==> config.mk <==
export PLATFORM = sky130hd
export DESIGN_NAME = periodic_task_tick_dispatcher
export DESIGN_NICKNAME = d
export VERILOG_FILES = /design/src/design/ptd_pkg.sv /design/src/design/ptd_cell.sv /design/src/design/periodic_task_tick_dispatcher.sv
export VERILOG_INCLUDE_DIRS = /design/src /design/src/design
export SDC_FILE = /design/constraint.sdc
export NUM_CORES = 1
export LEC_CHECK = 0
export BUFFER_PORTS_ARGS = -buffer_cell sky130_fd_sc_hd__buf_2
export CAP_MARGIN = 20
export CORE_MARGIN = 5
export CORE_UTILIZATION = 40
export DETAILED_ROUTE_END_ITERATION = 8
export GPL_TIMING_DRIVEN = 0
export PLACE_DENSITY = 0.66
export SYNTH_ARGS = -nofsm -noshare
export SYNTH_HDL_FRONTEND = slang
export SYNTH_SLANG_ARGS = --single-unit
==> constraint.sdc <==
create_clock -name clk -period 4.6 [get_ports clk]
set_input_delay 0.23 -clock clk [delete_from_list [all_inputs] [get_ports clk]]
set_output_delay 0.23 -clock clk [all_outputs]
set_load 0.01 [all_outputs]
==> src/design/periodic_task_tick_dispatcher_assert.svh <==
// ----------------------------------------------------------------------------
// Periodic task tick dispatcher: assertion macros
// Shared property forms for the dispatcher's checks, clocked on clk and
// switched off while arst_n is low.
// ----------------------------------------------------------------------------
`ifndef PERIODIC_TASK_TICK_DISPATCHER_ASSERT_SVH
`define PERIODIC_TASK_TICK_DISPATCHER_ASSERT_SVH

// same-cycle implication
`define PTD_ASSERT_NOW(lbl, ante, cons, msg) \
	lbl: assert property (@(posedge clk) disable iff (!arst_n) (ante) |-> (cons)) \
		else $error(msg);

// next-cycle implication
`define PTD_ASSERT_NEXT(lbl, ante, cons, msg) \
	lbl: assert property (@(posedge clk) disable iff (!arst_n) (ante) |=> (cons)) \
		else $error(msg);

`endif

==> src/design/ptd_pkg.sv <==
// ----------------------------------------------------------------------------
// ptd_pkg
// Types and constants shared by the periodic task tick dispatcher.
// ----------------------------------------------------------------------------
`default_nettype none

package ptd_pkg;

	localparam int MAX_TASKS  = 8;
	localparam int TASK_BITS  = 3;
	localparam int WAIT_BITS  = 16;
	localparam int COUNT_BITS = 4;
	localparam int ADDR_BITS  = 2;
	localparam int DATA_BITS  = 32;

	// register addresses
	localparam logic [ADDR_BITS-1:0] ADDR_TASK_COUNT = 2'd0;

	// request opcodes
	localparam logic [2:0] OP_TICK        = 3'd0;
	localparam logic [2:0] OP_ACTIVATE    = 3'd1;
	localparam logic [2:0] OP_DEACT_INDEX = 3'd2;
	localparam logic [2:0] OP_DEACT_CUR   = 3'd3;
	localparam logic [2:0] OP_SLEEP_CUR   = 3'd4;
	localparam logic [2:0] OP_LOAD_PERIOD = 3'd5;

	typedef struct packed {
		logic [2:0]           opcode;
		logic [TASK_BITS-1:0] task_index;
		logic [WAIT_BITS-1:0] tick_value;
	} ptd_req_t;

	typedef struct packed {
		logic [TASK_BITS-1:0] dispatched_task;
		logic                 last_dispatch;
	} ptd_res_t;

	// command broadcast to every cell
	typedef struct packed {
		logic                 valid;
		logic [2:0]           op;
		logic [WAIT_BITS-1:0] value;
	} ptd_cmd_t;

	// per-cell selects
	typedef struct packed {
		logic in_use;
		logic idx_match;
		logic cur_match;
	} ptd_sel_t;

endpackage

`default_nettype wire

==> src/design/ptd_cell.sv <==
// ----------------------------------------------------------------------------
// ptd_cell
// One task entry: ready flag, wait counter and reload period. A scan token
// enters from the left neighbour and leaves to the right in the next cycle.
// ----------------------------------------------------------------------------
`default_nettype none

module ptd_cell (
	input  logic              clk,
	input  logic              arst_n,
	input  logic              tok_in,
	input  ptd_pkg::ptd_cmd_t cmd,
	input  ptd_pkg::ptd_sel_t sel,
	output logic              tok_out,
	output logic              hit
);
	import ptd_pkg::*;

	logic                 tok_q;
	logic                 ready_q;
	logic [WAIT_BITS-1:0] wait_q;
	logic [WAIT_BITS-1:0] period_q;
	logic [WAIT_BITS-1:0] wait_dec;
	logic                 scan;

	// scan evaluation while holding the token
	always_comb begin
		scan     = tok_q & sel.in_use & ready_q;
		wait_dec = (wait_q != '0) ? (wait_q - {{(WAIT_BITS-1){1'b0}}, 1'b1}) : wait_q;
		hit      = scan && (wait_dec == '0);
	end

	assign tok_out = tok_q;

	// entry state
	always_ff @(posedge clk or negedge arst_n) begin
		if (!arst_n) begin
			tok_q    <= 1'b0;
			ready_q  <= 1'b0;
			wait_q   <= '0;
			period_q <= '0;
		end else begin
			tok_q <= tok_in;
			if (scan) begin
				wait_q <= hit ? period_q : wait_dec;
			end
			if (cmd.valid) begin
				case (cmd.op)
					OP_ACTIVATE: begin
						if (sel.idx_match && sel.in_use) ready_q <= 1'b1;
					end
					OP_DEACT_INDEX: begin
						if (sel.idx_match && sel.in_use) ready_q <= 1'b0;
					end
					OP_DEACT_CUR: begin
						if (sel.cur_match) ready_q <= 1'b0;
					end
					OP_SLEEP_CUR: begin
						if (sel.cur_match) wait_q <= cmd.value;
					end
					OP_LOAD_PERIOD: begin
						if (sel.idx_match) begin
							period_q <= cmd.value;
							wait_q   <= cmd.value;
						end
					end
					default: ;
				endcase
			end
		end
	end

endmodule

`default_nettype wire

==> src/design/periodic_task_tick_dispatcher.sv <==
// ----------------------------------------------------------------------------
// Periodic task tick dispatcher
// Task table held as a row of cells, scanned by a token on each tick.
// ----------------------------------------------------------------------------
// A tick request raises busy while a scan token walks the row of task
// cells one cell per cycle, then the flush register flush_q closes
// the tick. Each dispatched task comes out on result for a single
// cycle with result_valid high, at most one per cycle, in index order; the
// one flagged last_dispatch arrives in the cycle busy drops. Results cannot
// be held off. Every other request is done at its accepting edge and busy
// stays low, so another request may follow in the next cycle.
`default_nettype none

module periodic_task_tick_dispatcher (
	input  logic                                 clk,
	input  logic                                 arst_n,
	// request channel
	input  logic                                 start,
	output logic                                 busy,
	input  ptd_pkg::ptd_req_t                    request,
	// result channel
	output logic                                 result_valid,
	output ptd_pkg::ptd_res_t                    result,
	// configuration port
	input  logic                                 psel,
	input  logic                                 penable,
	input  logic                                 pwrite,
	input  logic [ptd_pkg::ADDR_BITS-1:0]        paddr,
	input  logic [ptd_pkg::DATA_BITS-1:0]        pwdata,
	output logic [ptd_pkg::DATA_BITS-1:0]        prdata,
	output logic                                 pready
);
	import ptd_pkg::*;

	logic [COUNT_BITS-1:0] task_count_q;
	logic [COUNT_BITS-1:0] active_n;
	logic [TASK_BITS-1:0]  current_q;
	logic [TASK_BITS-1:0]  pend_q;
	logic                  pend_valid_q;
	logic                  flush_q;
	logic                  result_valid_q;
	ptd_res_t              result_q;
	logic [MAX_TASKS-1:0]  tok;
	logic [MAX_TASKS-1:0]  hit;
	logic                  hit_any;
	logic [TASK_BITS-1:0]  hit_idx;
	logic                  accept;
	logic                  tick_start;
	ptd_cmd_t              cmd;

	// configuration register
	assign pready = 1'b1;
	always_ff @(posedge clk or negedge arst_n) begin
		if (!arst_n) begin
			task_count_q <= '0;
		end else if (psel && penable && pwrite && (paddr == ADDR_TASK_COUNT)) begin
			task_count_q <= pwdata[COUNT_BITS-1:0];
		end
	end

	assign prdata = (paddr == ADDR_TASK_COUNT) ?
		{{(DATA_BITS-COUNT_BITS){1'b0}}, task_count_q} : '0;

	// request decode
	always_comb begin
		accept     = start & ~busy;
		tick_start = accept & (request.opcode == OP_TICK);
		cmd.valid  = accept & (request.opcode != OP_TICK);
		cmd.op     = request.opcode;
		cmd.value  = request.tick_value;
		active_n   = (task_count_q > COUNT_BITS'(MAX_TASKS)) ?
			COUNT_BITS'(MAX_TASKS) : task_count_q;
	end

	// row of task cells
	for (genvar g = 0; g < MAX_TASKS; g++) begin : g_cell
		ptd_sel_t sel;
		logic     tok_in;

		assign sel.in_use    = COUNT_BITS'(g) < active_n;
		assign sel.idx_match = request.task_index == TASK_BITS'(g);
		assign sel.cur_match = current_q == TASK_BITS'(g);

		if (g == 0) begin : g_head
			assign tok_in = tick_start;
		end else begin : g_link
			assign tok_in = tok[g-1];
		end

		ptd_cell u_cell (
			.clk    (clk),
			.arst_n (arst_n),
			.tok_in (tok_in),
			.cmd    (cmd),
			.sel    (sel),
			.tok_out(tok[g]),
			.hit    (hit[g])
		);
	end

	// index of the cell that dispatched (token is one-hot)
	always_comb begin
		hit_any = |hit;
		hit_idx = '0;
		for (int i = 0; i < MAX_TASKS; i++) begin
			if (hit[i]) hit_idx = TASK_BITS'(i);
		end
	end

	assign busy = (|tok) | flush_q;

	// pending dispatch: held back one hit so the last one can be flagged
	always_ff @(posedge clk or negedge arst_n) begin
		if (!arst_n) begin
			current_q      <= '0;
			pend_valid_q   <= 1'b0;
			flush_q        <= 1'b0;
			result_valid_q <= 1'b0;
		end else begin
			flush_q        <= tok[MAX_TASKS-1];
			result_valid_q <= 1'b0;
			if (hit_any) begin
				current_q      <= hit_idx;
				pend_valid_q   <= 1'b1;
				result_valid_q <= pend_valid_q;
			end else if (flush_q) begin
				pend_valid_q   <= 1'b0;
				result_valid_q <= pend_valid_q;
			end
		end
	end

	always_ff @(posedge clk) begin
		if (hit_any) begin
			pend_q                   <= hit_idx;
			result_q.dispatched_task <= pend_q;
			result_q.last_dispatch   <= 1'b0;
		end else if (flush_q) begin
			result_q.dispatched_task <= pend_q;
			result_q.last_dispatch   <= 1'b1;
		end
	end

	assign result_valid = result_valid_q;
	assign result       = result_q;

	// checks
	`include "periodic_task_tick_dispatcher_assert.svh"

	`PTD_ASSERT_NOW(a_tok_onehot, 1'b1, $onehot0(tok), "more than one scan token")
	`PTD_ASSERT_NOW(a_res_in_scan, result_valid, $past(busy), "result outside a tick")
	`PTD_ASSERT_NOW(a_last_idle, result_valid && result.last_dispatch, !busy, "last result while busy")
	`PTD_ASSERT_NEXT(a_tick_busy, tick_start, busy, "tick did not start a scan")

endmodule

`default_nettype wire

# Yosys cells after proc, flatten, opt, wreduce, memory -nomap -nowiden
# Index checks and enable logic that the tools add are counted.
# word_totals
register_bits	289
out_inout_bits	39
# classes
n_addsub	8
n_lt_le_gt_ge	9
n_eq_ne	43
n_mux	103
bitwise	21
reduce_logical	60
# ops
operator	count
2-to-1 mux 16 bit	48
one-hot mux 16 bit (2 select lines)	8
logical NOT 16 bit	8
nonzero test 16 bit	8
subtractor 16 x 1 -> 16 bit (second input constant)	8
AND reduction 5 bit	8
!= test 2 x 1 -> 1 bit (second input constant)	16
equality test 3 bit (second input constant)	10
2-to-1 mux 1 bit	29
one-hot mux 1 bit (3 select lines)	8
AND reduction 3 bit	8
bitwise AND 1 bit	19
logical AND 1 bit	19
equality test 3 x 2 -> 1 bit (second input constant)	6
2-to-1 mux 3 bit	6
< comparator 3 x 4 -> 1 bit (first input constant)	4
2-to-1 mux 4 bit	4
!= test 2 bit (second input constant)	8
OR reduction 8 bit	2
equality test 3 x 1 -> 1 bit (second input constant)	3
logical NOT 3 bit	3
< comparator 1 x 4 -> 1 bit (first input constant)	2
< comparator 2 x 4 -> 1 bit (first input constant)	2
nonzero test 3 bit	2
other kinds (5)	5

# Longest topological paths before layout
# logic_depth
word_depth	13
ltp_mapped	14
ltp_nobuf	11

# Cells and area by module
# A second synthesis with hierarchy kept.
# hier_totals
hier_cells	2245
area_unflattened_um2	20054.2
# by_module_without_submodules
mod	instances	cells_each	area_per_inst_um2	seq_area_each_um2
ptd_cell (g_cell[3].u_cell ...)	4	262	2341.0	850.8
ptd_cell (g_cell[0].u_cell ...)	3	279	2434.8	850.8
ptd_cell (g_cell[7].u_cell)	1	238	2248.4	850.8
periodic_task_tick_dispatcher	1	122	1137.3	450.4

# Worst setup path after synthesis
# OpenSTA, ideal clock, no wires.
# synth_path
path_type	reg-to-reg
startpoint	reg g_cell[2].u_cell.wait_q[0]
endpoint	reg result_q (netlist bit result[1]) (enable)
t_arrival_ns	3.269
slack_ns	1.027
stages_incl_launch_ff	12
path_buffers	1
period_less_slack_ns	3.573
path_cell_list	dfrtp_1 -> inv_1 -> ha_1 -> or3b_2 -> clkbuf_1 -> nor4_1 -> mux2_2 -> or3_4 -> nor4_4 -> a21oi_1 -> nand4b_4 -> nand2b_1
# synth_via
elab_chain_cells	6
elab_cells_between_ends	7
classes_between	1 x add/sub; 1 x mux; 5 x reduce/logical
# synth_rtl
element	line	rtl
from (decl)	ptd_cell.sv:21	logic [WAIT_BITS-1:0] wait_q;
from (signal assigned)	ptd_cell.sv:45	wait_q <= hit ? period_q : wait_dec;
from (signal assigned)	ptd_cell.sv:59	if (sel.cur_match) wait_q <= cmd.value;
from (signal assigned)	ptd_cell.sv:64	wait_q <= cmd.value;
subtractor 16 x 1 -> 16 bit / nonzero test 16 bit (equally long branches)	ptd_cell.sv:29	wait_dec = (wait_q != '0) ? (wait_q - {{(WAIT_BITS-1){1'b0}}, 1'b1}) : wait_q;
2-to-1 mux 16 bit *	ptd_cell.sv:29	
logical NOT 16 bit *	ptd_cell.sv:30	hit = scan && (wait_dec == '0);
logical AND 1 bit *	ptd_cell.sv:30	
OR reduction 8 bit *	periodic_task_tick_dispatcher.sv:103	hit_any = |hit;
net hit_any	periodic_task_tick_dispatcher.sv:45	logic hit_any;
nonzero test 2 bit (no line) *	n/a	
to (decl)	periodic_task_tick_dispatcher.sv:42	ptd_res_t result_q;
# The timed path passes the listed nets; every way through them passes the cells marked *.
# A chain may end at the register's enable or synchronous reset.

# Final worst setup path
# Ends and elaborated chain as after synthesis.

==> results by group <==
Detailed routing
  • Drt total wl: 59100 um
  • 1st-pass router iterations: 6
  • DR vias/cell: between 6 and 7
  • Routed via count: 16400
  • Antenna-violating nets left: 0
  • First DRT Iteration DRCs: between 1500 and 2000
  • DR WL/cell: around 22 um
  • Residual DRC: 0

Floorplanning
  • Core ar.: 43900 um^2
  • Die area: approximately 48000 um^2
  • Starting Density: 40.2%
  • FP Rows: a little under 80
  • DIE WIDTH: ~220 um
  • Die H: 220 um
  • I/O pin total: 101

Run status
  • Outcome: finished clean

Place
  • Post-DP HPWL: a little over 40000 um
  • Port Buffers: 42
  • Cell Area, Placed: roughly 19000 um^2
  • Placer Congestion: around 0.96

Logic synthesis
  • Sequential area share after synthesis: around 40%
  • Most used DFF post-synth: dfrtp_1
  • Post-Syn Area per Cell: about 9.2 um^2
  • Most numerous cell in the Yosys netlist: dfrtp_1
  • Ranking of synthesized cells by area: dfrtp_1, mux2_2, nand2_1, o21ai_0, nor2_1
  • Gate Count Post-Synth: roughly 1900
  • Synthesized area: around 18000 um^2
  • Top cells by count, synth: dfrtp_1, nand2_1, nor2_1
  • #FFs+latches synth: ~290
  • Ys async rst share: between 90% and 100%
  • EDFF count, synth: 6
  • Synth Warn #: 0
  • Area fraction of the dominant cell type after synthesis: between 30 and 40%
  • Synth unique cells: approximately 100
  • Leading area contributor after synthesis: dfrtp_1

Clocking
  • Max Root-Sink Buffers: 3
  • H-tree Lvls: 2
  • Worst-Skew Late Latency: roughly 0.55 ns
  • Clk slew on worst S/H paths: ~0.060 ns
  • Post-CTS Setup Inserts: 0
  • CTS tree: built
  • Root buf cell: clkbuf_16
  • TritonCTS Buffers: 34
  • TritonCTS Sinks: approximately 290

Worst setup path
  • Crit end category: flop
  • Reg2Reg Launch Point: g_cell[2].u_cell.wait_q[0]
  • Worst R2R Setup Slack: between 0.2 and 0.3 ns
  • Critical R2R Capture: result[1]
  • CP Max Fanout: 12
  • CP required: 4.85 ns
  • Critical Path AT: roughly 4.6 ns
  • Reg2Reg Depth: 11
  • Slowest CP cell: nor4_4
  • WS Path Type: flop to flop
  • Critical path startpoint: g_cell[2].u_cell.wait_q[0]
  • CP endpoint: result[1]
  • Crit path largest cell delay: 0.61 ns
  • Crit path cell chain: inv_1, ha_1, or3b_2, clkbuf_1, nor4_1, mux2_2, or3_4, nor4_4, a21oi_1, nand4b_4, nand2b_1
  • Startpoint Class: flop

Global route
  • Vias in the first global route: approximately 16000
  • First-pass GRT wire length: between 90000 and 100000 um
  • Gr usage total: around 24%
  • Remaining Overflow, GRT: 0
  • Pin count of the biggest net entering global routing: roughly 100
  • Initial antenna violation count: 5

STA
  • Period Utilization, post-route: 94.5%
  • Skew final: around 0.017 ns
  • Final setup violation count: 0
  • Fmax: about 0.23 GHz
  • Min Clock Period, post-route: 4.35 ns
  • RSZ-0062 raised after global routing: false
  • Final Hold Vio Count: 0
  • Slew headroom: 21.5%
  • Max-slew violations: 0
  • Worst Max-Slew Pin Slew: approximately 1.2 ns

Worst hold path
  • HP Class: input pin to flop

Power and ir drop
  • Leakage: about 8 nW
  • Design Power: between 0.008 and 0.009 W
  • Max rail drop VDD: roughly 0.00031 V
  • Pwr Density: 424 nW/um^2

Flow run
  • MaxCap Viol Count: 0

Layout
  • Synthesis-to-layout area growth: 13.4%
  • Share of layout cells above drive strength 1: between 15 and 20%
  • Finished Cell Area: 20000 um^2
  • Nets: ~2100
layer usage:
metal / up-vias / share of wire [%] / track usage [%]
met1: 8136 / 44 / 34.2
met3: 125 / 8.3 / 4.71
li1: 7422 / - / -
met5: - / 0.11 / 0
met4: 10 / 3.4 / 8.53
met2: 665 / 44 / 36.7
critical path: cells and delay by family, from the launching register on:
| kind | cells | cell delay [ns] |
|---|---|---|
| flops | 1 | 0.44 |
| mux | 1 | 0.41 |
| simple gates | 6 | 2.20 |
| fa+ha+maj | 1 | 0.26 |
| compound gates | 1 | 0.36 |
| buf+inv | 2 | 0.35 |
layout by cell type (no fill, tap or decap), types with 25 or more instances in the layout:
| cell type | instances |
|---|---|
| dfrtp_1 | 282 |
| buf_4 | 34 |
| inv_1 | 35 |
| conb_1 | 29 |
| a211oi_1 | 37 |
| nor4_1 | 39 |
| o31ai_1 | 38 |
| nor3_1 | 58 |
| a22oi_1 | 25 |
| a21oi_1 | 89 |
| nor2_1 | 143 |
| nand3_1 | 78 |
| clkbuf_16 | 37 |
| mux2_2 | 139 |
| clkbuf_1 | 103 |
| buf_2 | 54 |
| nand2_1 | 215 |
| o21ai_0 | 137 |
repair_timing:
action / CTS / global route
hold endpoints to repair: 95 / 0
hold buffers: 5 / 0
setup endpoints to repair: 0 / 5
gates resized for setup: 0 / 1
cells by family (layout without fill, tap and decap cells):
group	count (synthesis)	in the layout	share of synthesized area, %
simple gates	743	743	22.4
compound gates	529	529	20.3
flops	289	289	41.1
buf+inv	187	299	4.96
mux	149	149	9.42
fa+ha+maj	17	17	1.19
xor+xnor	14	14	0.694
other cells	2	32	0.0425
power breakdown:
part	leakage (nW)	switching [W]	internal, W
combinational	3.83	0.00135	0.000957
clock	0.554	0.00112	0.00166
sequential	3.65	0.000440	0.00297
total	8.03	0.00291	0.00558
flip-flops by register name, summed over array words and instances, names as in the netlist:
signal	cells
task_count_q	4
g_cell.u_cell.period_q	128
g_cell.u_cell.ready_q	8
flush_q	1
current_q	3
pend_q	3
result	4
result_valid	1
g_cell.u_cell.tok_out	8
g_cell.u_cell.wait_q	128
pend_valid_q	1
layout make-up:
class	instances	area, um^2
inverters	35	131
diodes	3	7.51
well taps	592	741
flip-flops and latches	289	7260
multi-input cells	1481	9650
fillers	4213	23900
plain buffers	152	744
repair buffers	52	367
clock inverters	13	129
clock buffers	47	1010
worst min-delay path by stage:
stage	from	endpoint	slack, ns	cells past startpoint
after detailed placement	arst_n	g_cell[4].u_cell.wait_q[11]	0.31	1
final	request[1]	g_cell[3].u_cell.period_q[1]	0.12	2
after floorplan	arst_n	current_q[0]	-0.07	0
after global placement	g_cell[6].u_cell.tok_out	g_cell[7].u_cell.tok_out	0.41	0
after global routing	request[4]	g_cell[0].u_cell.wait_q[4]	0.13	3
after CTS	request[4]	g_cell[0].u_cell.wait_q[4]	0.1	3
stage by stage:
| stage | worst slack (ns) | hold slack, ns | util, % | cells | setup TNS [ns] |
|---|---|---|---|---|---|
| 2_1_floorplan | 1.03 | -0.0656 | - | 1957 | 0 |
| 3_3_place_gp | -2.11 | 0.409 | 42.6 | 2591 | -582.50 |
| 3_5_place_dp | 0.214 | 0.308 | 42.8 | 2595 | 0 |
| 4_1_cts | 0.179 | 0.0994 | 45.6 | 2660 | 0 |
| 5_1_grt | 0.0316 | 0.134 | 45.6 | 2661 | 0 |
| 6_report | 0.255 | 0.120 | 45.6 | 2664 | 0 |
Note: power is estimated with default switching activity, not from simulation.
